[src/rtl/rq_pkg.sv]
`timescale 1ns / 1ps
package rq_pkg;
    localparam int LANES = 4;
    localparam logic [1:0] REG_SCALE = 2'd0;
    localparam logic [1:0] REG_ZERO  = 2'd1;
    localparam logic [1:0] REG_CLO   = 2'd2;
    localparam logic [1:0] REG_CHI   = 2'd3;

    typedef struct packed {
        logic [29:0] scale_bits;
        logic [7:0]  zero_offset;
        logic [7:0]  clamp_low;
        logic [7:0]  clamp_high;
    } cfg_t;

    // stage 1 -> stage 2 lane state: rounded value, sign
    typedef struct packed {
        logic        neg;
        logic [23:0] m;     // 24-bit significand of converted accumulator
        logic [5:0]  e;     // its exponent (0..9)
    } conv_t;

    function automatic logic [5:0] top_bit48(input logic [47:0] v);
        logic [5:0] p;
        p = '0;
        for (int i = 0; i < 48; i++)
            if (v[i]) p = 6'(i);
        return p;
    endfunction
endpackage

[src/rtl/rq_lane.sv]
`timescale 1ns / 1ps
// One requantization lane: four register stages (convert, multiply, round to single,
// round to integer and clamp).
module rq_lane (
    input  logic                 clk,
    input  logic                 en,
    input  rq_pkg::cfg_t         cfg,
    input  logic [31:0]          acc,
    output logic [7:0]           byte_q
);
    import rq_pkg::*;

    // stage 1: int32 -> single
    logic        neg;
    logic [31:0] mag;
    logic [5:0]  p1;
    logic [5:0]  sh1;
    logic [31:0] q1, rem1, half1;
    logic [24:0] r1;
    conv_t       c_next, c_reg;

    always_comb
    begin
        neg = acc[31];
        mag = neg ? (~acc + 32'd1) : acc;
        p1 = top_bit48({16'd0, mag});
        c_next.neg = neg;
        c_next.m = mag[23:0];
        c_next.e = '0;
        q1 = '0; rem1 = '0; half1 = '0; r1 = '0; sh1 = '0;
        if (p1 > 6'd23)
        begin
            sh1 = p1 - 6'd23;
            q1 = mag >> sh1;
            rem1 = mag & ((32'd1 << sh1) - 32'd1);
            half1 = 32'd1 << (sh1 - 6'd1);
            r1 = q1[24:0];
            if (rem1 > half1 || (rem1 == half1 && q1[0])) r1 = r1 + 25'd1;
            if (r1[24])
            begin
                c_next.m = r1[24:1];
                c_next.e = sh1 + 6'd1;
            end
            else
            begin
                c_next.m = r1[23:0];
                c_next.e = sh1;
            end
        end
    end

    // stage 2: multiply significands
    logic [23:0] sm;
    logic signed [9:0] se;
    logic [47:0] prod_next, prod_reg;
    logic signed [9:0] pe_next, pe_reg;
    logic neg2_reg;

    always_comb
    begin
        sm = {(cfg.scale_bits[29:23] != 7'd0), cfg.scale_bits[22:0]};
        se = (cfg.scale_bits[29:23] == 7'd0) ? -10'sd149
            : $signed({3'd0, cfg.scale_bits[29:23]}) - 10'sd150;
        prod_next = c_reg.m * sm;
        pe_next = $signed({4'd0, c_reg.e}) + se;
    end

    // stage 3: round product to single
    logic [5:0]  p3, sh3;
    logic [47:0] q3, rem3, half3;
    logic [24:0] qm;
    logic signed [10:0] pe;
    logic [23:0] qm_reg;
    logic signed [10:0] pe3_reg;
    logic zero3_reg;
    logic neg3_reg;

    always_comb
    begin
        p3 = top_bit48(prod_reg);
        pe = 11'(pe_reg);
        qm = prod_reg[24:0];
        sh3 = '0; q3 = '0; rem3 = '0; half3 = '0;
        if (p3 > 6'd23)
        begin
            sh3 = p3 - 6'd23;
            q3 = prod_reg >> sh3;
            rem3 = prod_reg & ((48'd1 << sh3) - 48'd1);
            half3 = 48'd1 << (sh3 - 6'd1);
            qm = q3[24:0];
            if (rem3 > half3 || (rem3 == half3 && q3[0])) qm = qm + 25'd1;
            pe = pe + 11'(sh3);
            if (qm[24])
            begin
                qm = {1'b0, qm[24:1]};
                pe = pe + 11'sd1;
            end
        end
    end

    // stage 4: round to integer, saturate, add zero offset, clamp
    logic [10:0] nsh;
    logic [33:0] r;
    logic [33:0] rq, rrem, rhalf;
    logic signed [17:0] v;
    logic [7:0]  b, b_next;

    always_comb
    begin
        nsh = 11'(-pe3_reg);
        rq = '0; rrem = '0; rhalf = '0;
        if (zero3_reg)
            r = '0;
        else if (pe3_reg >= 0)
            r = (pe3_reg > 11'sd9) ? {34{1'b1}} : (34'(qm_reg) << pe3_reg[3:0]);
        else if (pe3_reg < -11'sd33)
            r = '0;     // significand is below half of one unit here
        else
        begin
            rq = 34'(qm_reg) >> nsh[5:0];
            rrem = 34'(qm_reg) & ((34'd1 << nsh[5:0]) - 34'd1);
            rhalf = 34'd1 << (nsh[5:0] - 6'd1);
            r = rq;
            if (rrem > rhalf || (rrem == rhalf && rq[0])) r = r + 34'd1;
        end
        // int16 saturation covers int32 saturation
        if (neg3_reg)
            v = (r > 34'd32768) ? -18'sd32768 : -$signed({1'b0, r[16:0]});
        else
            v = (r > 34'd32767) ? 18'sd32767 : $signed({1'b0, r[16:0]});
        v = v + $signed({10'd0, cfg.zero_offset});
        if (v > 18'sd255) b = 8'd255;
        else if (v < 18'sd0) b = 8'd0;
        else b = v[7:0];
        if (b > cfg.clamp_high) b = cfg.clamp_high;
        if (b < cfg.clamp_low) b = cfg.clamp_low;
        b_next = b;
    end

    logic [7:0] byte_reg;
    always_ff @(posedge clk)
    begin
        if (en)
        begin
            c_reg <= c_next;
            prod_reg <= prod_next;
            pe_reg <= pe_next;
            neg2_reg <= c_reg.neg;
            qm_reg <= qm[23:0];
            pe3_reg <= pe;
            zero3_reg <= (prod_reg == 48'd0);
            neg3_reg <= neg2_reg;
            byte_reg <= b_next;
        end
    end
    assign byte_q = byte_reg;
endmodule

[config.mk]
export PLATFORM = sky130hd
export DESIGN_NAME = rq_lane
export DESIGN_NICKNAME = d
export VERILOG_FILES = /design/src/rtl/rq_pkg.sv /design/src/rtl/rq_lane.sv
export SDC_FILE = /design/constraint.sdc
export NUM_CORES = 2
export LEC_CHECK = 0
export BUFFER_PORTS_ARGS = -buffer_cell sky130_fd_sc_hd__buf_2
export CAP_MARGIN = 40
export CELL_PAD_IN_SITES_DETAIL_PLACEMENT = 0
export CELL_PAD_IN_SITES_GLOBAL_PLACEMENT = 1
export CORE_MARGIN = 1.5
export CORE_UTILIZATION = 45
export CTS_BUF_LIST = sky130_fd_sc_hd__clkbuf_4
export CTS_CLUSTER_SIZE = 20
export DETAILED_ROUTE_END_ITERATION = 10
export PLACE_DENSITY = 0.78
export SLEW_MARGIN = 20
export SYNTH_ARGS = -nofsm -noshare
export SYNTH_HDL_FRONTEND = slang
export SYNTH_SLANG_ARGS = --single-unit
export TNS_END_PERCENT = 1
[constraint.sdc]
create_clock -name clk -period 20.9 [get_ports clk]
set_input_delay 5.225 -clock clk [delete_from_list [all_inputs] [get_ports clk]]
set_output_delay 5.225 -clock clk [all_outputs]
set_load 0.05 [all_outputs]
---- Word-level counts from Yosys, hierarchy flattened ----
Cells that the tools add are included.
operators by class
  reductions and logical operators ........ 9
  multiplexer cells ....................... 102
  bitwise logic cells ..................... 4
  magnitude comparators ................... 14
  multiply operators ...................... 1
  $add $sub $neg .......................... 20
  equal/unequal tests ..................... 3
  shifts and indexed selects .............. 10
operators with widths
  operator                                                                           number
  6-bit two-way mux                                                                  76
  34-bit two-way mux                                                                 5
  25-bit two-way mux                                                                 4
  1-bit by 6-bit << shifter with 48-bit output, first input constant                 2
  1-bit by 6-bit << shifter with 34-bit output, first input constant                 2
  1-bit by 6-bit << shifter with 32-bit output, first input constant                 2
  30-bit two-way mux                                                                 2
  25-bit by 1-bit adder with 25-bit output, second input constant                    2
  48-bit bitwise AND                                                                 1
  48-bit == test                                                                     1
  48-bit greater-than comparator                                                     1
  48-bit logical NOT                                                                 1
  24-bit by 24-bit multiplier with 48-bit output                                     1
  24-bit two-way mux                                                                 2
  48-bit by 6-bit >> shifter with 25-bit output                                      1
  48-bit by 1-bit subtractor with 48-bit output, second input constant               1
  18-bit two-way mux                                                                 2
  34-bit by 1-bit adder with 34-bit output, second input constant                    1
  24-bit by 34-bit bitwise AND with 34-bit output                                    1
  34-bit == test                                                                     1
  34-bit by 15-bit greater-than comparator with 1-bit output, second input constant  1
  34-bit by 16-bit greater-than comparator with 1-bit output, second input constant  1
  34-bit greater-than comparator                                                     1
  24-bit by 4-bit << shifter with 34-bit output                                      1
  other kinds (37)                                                                   50
storage, ports and cells
  flip-flop bits (word level) ............. 135
  output and inout port bits .............. 8
  logic and storage cells ................. 174
  bits of input ports ..................... 88

---- Depth between registers and ports, before layout ----
  depth in word-level cells ............... 58
  depth in mapped cells ................... 75
  gate-level depth less buffers ........... 65

---- Worst setup path before layout ----
No wires, ideal clock.
  kind .................................... register -> register
  from .................................... register pe3_reg[0]
  to ...................................... register byte_reg[2] (netlist: byte_q[2]), data pin
  buffers on the path ..................... 13
  data arrival time ....................... 15.159 ns
  period minus slack after synthesis ...... 15.419 ns
  library setup time ...................... 0.260 ns
  data required time ...................... 20.640 ns
  setup slack ............................. 5.481 ns
  stages on the path, launching flop included .. 71
  cells stage by stage .................... edfxtp_1 -> clkbuf_1 -> buf_2 -> buf_2 -> buf_1 -> clkbuf_1 -> inv_1 -> ha_1 -> buf_2 -> xor2_1 -> clkbuf_1 -> clkbuf_1 -> clkbuf_1 -> nand3_1 -> ha_1 -> clkbuf_1 -> o21ai_1 -> o21bai_1 -> (+35 left out) -> a21oi_1 -> ha_1 -> nor2b_1 -> o21a_1 -> o21ai_0 -> nand2b_1 -> a21oi_1 -> o21ai_0 -> o21ai_1 -> clkbuf_1 -> a31oi_1 -> ha_1 -> a21o_1 -> a21o_1 -> a21oi_1 -> nand3_1 -> o21ai_4 -> mux2_4
between the ends
  longest elaborated chain between the ends .. 22
  elaborated cells on any way between the ends .. 36
  those cells by class .................... 6 x add/sub; 10 x order compare; 1 x eq/ne; 4 x shift; 12 x mux; 1 x bitwise; 2 x reduce/logical
ends and longest elaborated chain
  element                                                                                RTL line                        source
  from (decl)                                                                            rq_lane.sv:74                   logic signed [10:0] pe3_reg;
  from (signal assigned)                                                                 rq_lane.sv:150                  pe3_reg <= pe;
  branches (longest 9 deep; another with 34-bit by 1-bit subtractor with 34-bit output)  n/a
  34-bit two-way mux *                                                                   rq_lane.sv:114                  else if (pe3_reg >= 0)
  34-bit two-way mux *                                                                   rq_lane.sv:112                  if (zero3_reg)
  34-bit by 15-bit greater-than comparator with 1-bit output (tied with other cells)     rq_lane.sv:130                  v = (r > 34'd32767) ? 18'sd32767 : $signed({1'b0, r[16:0]});
  17-bit two-way mux or 18-bit two-way mux (tied branches)                               rq_lane.sv:130, rq_lane.sv:128
  18-bit two-way mux *                                                                   rq_lane.sv:127                  if (neg3_reg)
  18-bit by 9-bit adder with 18-bit output *                                             rq_lane.sv:131                  v = v + $signed({10'd0, cfg.zero_offset});
  18-bit by 1-bit less-than comparator with 1-bit output                                 rq_lane.sv:133                  else if (v < 18'sd0) b = 8'd0;
  8-bit two-way mux                                                                      rq_lane.sv:133
  8-bit two-way mux *                                                                    rq_lane.sv:132                  if (v > 18'sd255) b = 8'd255;
  8-bit greater-than comparator                                                          rq_lane.sv:135                  if (b > cfg.clamp_high) b = cfg.clamp_high;
  8-bit two-way mux *                                                                    rq_lane.sv:135
  8-bit less-than comparator                                                             rq_lane.sv:136                  if (b < cfg.clamp_low) b = cfg.clamp_low;
  8-bit two-way mux *                                                                    rq_lane.sv:136
  via b[2]                                                                               rq_lane.sv:106                  logic [7:0] b, b_next;
  to (signal assigned)                                                                   rq_lane.sv:153                  byte_reg <= b_next;
  to (decl)                                                                              rq_lane.sv:140                  logic [7:0] byte_reg;
Mark *: on every way through the listed nets, which the timed path passes.
A chain may end at the register's enable or synchronous reset.

==> results by group <==
Clocking
  • CTS H-tree depth: 4
  • Resize count post-CTS: 0
  • Post-CTS setup buffer count: 0
  • Total CTS buffers: 17
  • Max Buffers Root-to-Sink: 2
  • CTS tree: done
  • Post-CTS Hold Buffers: 0
  • Clock Sinks: 135
  • Clk root buf: clkbuf_4
  • Clock Latency Late Sink: 670 ps
  • Worst-path clk slew: approximately 130 ps

Routing
  • Vias/cell: 6.14
  • DRT Pass-1 Iters: 6
  • Via Count: 40400
  • Final WL: 146000 um
  • Post-route ant nets: 0
  • DRT iter0 DRCs: 3733
  • Wire per inst: 22.2 um
  • Post-route DRC: 0

Logic synthesis
  • Syn Area/Cell: 8.16 um^2
  • Area share of fa/ha/maj cells after synthesis: 31.8%
  • Complex-gate fraction of the synthesized area: between 10% and 20%
  • FF+latch count, synth: 135
  • Multiplexer area fraction after synthesis: 9.46%
  • Dominant cells by area after synthesis: fa_1 (22%), ha_1 (9.8%), edfxtp_1 (9.2%)
  • Largest family of logic cells by synthesized area: adder cells
  • Post-synthesis async set-or-reset flop share: 0%
  • Synth Area in XOR/XNOR: 4.32%
  • Synth Net Count: 6332
  • Post-Synth Simple-Gate Area: 21.1%
  • Mapped Area: 0.0442 mm^2
  • Number of flops mapped to enable cells by yosys: around 140
  • Post-synth cell types: 101
  • Share of the yosys chip area belonging to registers: 9.17%
  • Synth Flop Type: edfxtp_1
  • Synth area leader: fa_1
  • Yosys warnings: 0
  • Yosys top cell area share: 22.0%
  • Post-Syn Instances: 5413

Layout
  • Fillcell total: 9605
  • Layout area overhead: 4.42%
  • Fin nets: 6218
  • Share of layout cells above drive strength 1: 8.48%
  • Non-filler cells, final: 6588
  • Most common cell after layout, fill and taps aside: nand2_1
  • Max reg flops: 48
  • Most frequent cells in the layout: nand2_1 (699), inv_1 (590), fa_1 (485), ha_1 (346), nor2_1 (328)
  • Fin util: 47.6%

Global route
  • Pin count of the biggest net entering global routing: 70
  • Global-route wire length before repair: around 230000 um
  • Remaining global-route overflow: 0
  • All-Layer GR Usage: 29.3%
  • Vias in the first global route: 39400
  • Initial antenna violation count: 6

Die
  • FP Rows: 114
  • Die width: roughly 320 um
  • Die H: 316 um
  • # IOs: 96
  • Starting density of the core: ~46%
  • Core ar.: between 0.09 and 0.1 mm^2
  • Die ar.: between 0.1 and 0.15 mm^2

STA
  • # setup viols final: 0
  • Max_slew headroom: 33.2%
  • RSZ-0062 raised after global routing: no
  • Max Transition Viols Final: 0
  • Minimum clock period: around 16000 ps
  • Setup TNS Final: 0 ps
  • Final Skew: 33.4 ps
  • Period Utilization, post-route: 77.6%
  • Hold violation count in the final report: 0
  • Fmax: about 0.06 GHz
  • Slew of the pin with the lowest slew margin: about 1000 ps

Run
  • Max cap viols: 0

Min path
  • Hold Crit Class: register to register
  • Hold Path Stages: 0
  • Hold_sp: c_reg[30]$_DFFE_PP_
  • Hold EP: neg2_reg$_DFFE_PP_

Setup path
  • Crit-path max cell delay: 700 ps
  • FF-to-FF setup slack: 4920 ps
  • CP arrival: 16710 ps
  • Most used cell along the critical path: a21oi_1
  • Worst Path Class, Setup: input port to register
  • Worst R2R Path Depth: 68
  • Worst r2r src: pe3_reg[1]$_DFFE_PP_
  • Crit-path max FO: 31
  • Startpoint type of the worst setup path: input port
  • Crit end category: register
  • CP max-delay cell: xor2_1
  • Worst EP required: 21400 ps
  • Critical Path Source: acc[0]
  • RR Endpoint: byte_q[5]$_DFFE_PP_

Place
  • Placed cell count: 6550
  • Port Buffers: 95
  • HPWL Detailed: 113000 um
  • GPL Wtd Cong: 0.966

Outcome
  • Status: completed
[cell families after synthesis]
logic type	after synthesis
compound gates	1093
xor+xnor	218
fa+ha+maj	831
buf+inv	934
flops	135
mux	288
simple gates	1914
[stage by stage]
stage	hold WS [ps]	area, um^2	setup WS (ps)
2_1_floorplan	400	44200	5480
3_3_place_gp	404	45700	4450
3_5_place_dp	416	45800	4310
4_1_cts	446	46100	4480
5_1_grt	466	46100	3450
6_report	447	46100	4680
[final cells by class]
type                    count  area, um^2  share of cell area, %
clock inverters            12         130                  0.282
well taps                1276        1600                   3.46
repair buffers            203        1310                   2.84
diodes                      3        7.51                 0.0163
multi-input cells        4344       36700                   79.5
clock buffers              17         128                  0.277
inverters                 598        2240                   4.86
flip-flops and latches    135        4050                   8.79
[worst max-delay path: cells and delay by family]
family / cells / cell delay (ps)
muxes: 2 / 500
AOI/OAI and AO/OA: 19 / 4490
buffers and inverters: 7 / 1270
and+or+nand+nor: 14 / 3240
adders and majority gates: 4 / 1060
xor gates and xnor gates: 2 / 860
[worst max-delay path by stage]
stage	end	cells past startpoint
floorplan	byte_q[2]$_DFFE_PP_	70
detailed placement	c_reg[6]$_DFFE_PP_	47
global route	byte_q[5]$_DFFE_PP_	68
CTS	byte_q[5]$_DFFE_PP_	61
finish	c_reg[6]$_DFFE_PP_	48
global placement	c_reg[6]$_DFFE_PP_	46
[cell usage after synthesis, types with 96 or more instances]
cell type / count
edfxtp_1: 135
mux4_2: 96
nor2_1: 331
xnor2_1: 136
clkbuf_1: 293
a21oi_1: 317
nand2_1: 699
nand3_1: 157
mux2i_1: 145
o21ai_0: 204
and2_1: 266
inv_1: 590
ha_1: 346
fa_1: 485
[metal layers]
| layer | GRT usage [%] | share of wire (%) |
|---|---|---|
| met3 | 3.74 | 7.4 |
| met4 | 9.32 | 3.2 |
| met2 | 46.6 | 45 |
| met5 | 0 | 0.014 |
| met1 | 41.4 | 44 |
Power is left out: the tool's default activity adds up to more than one toggle a clock period on the data nets, which glitch-free logic cannot reach.
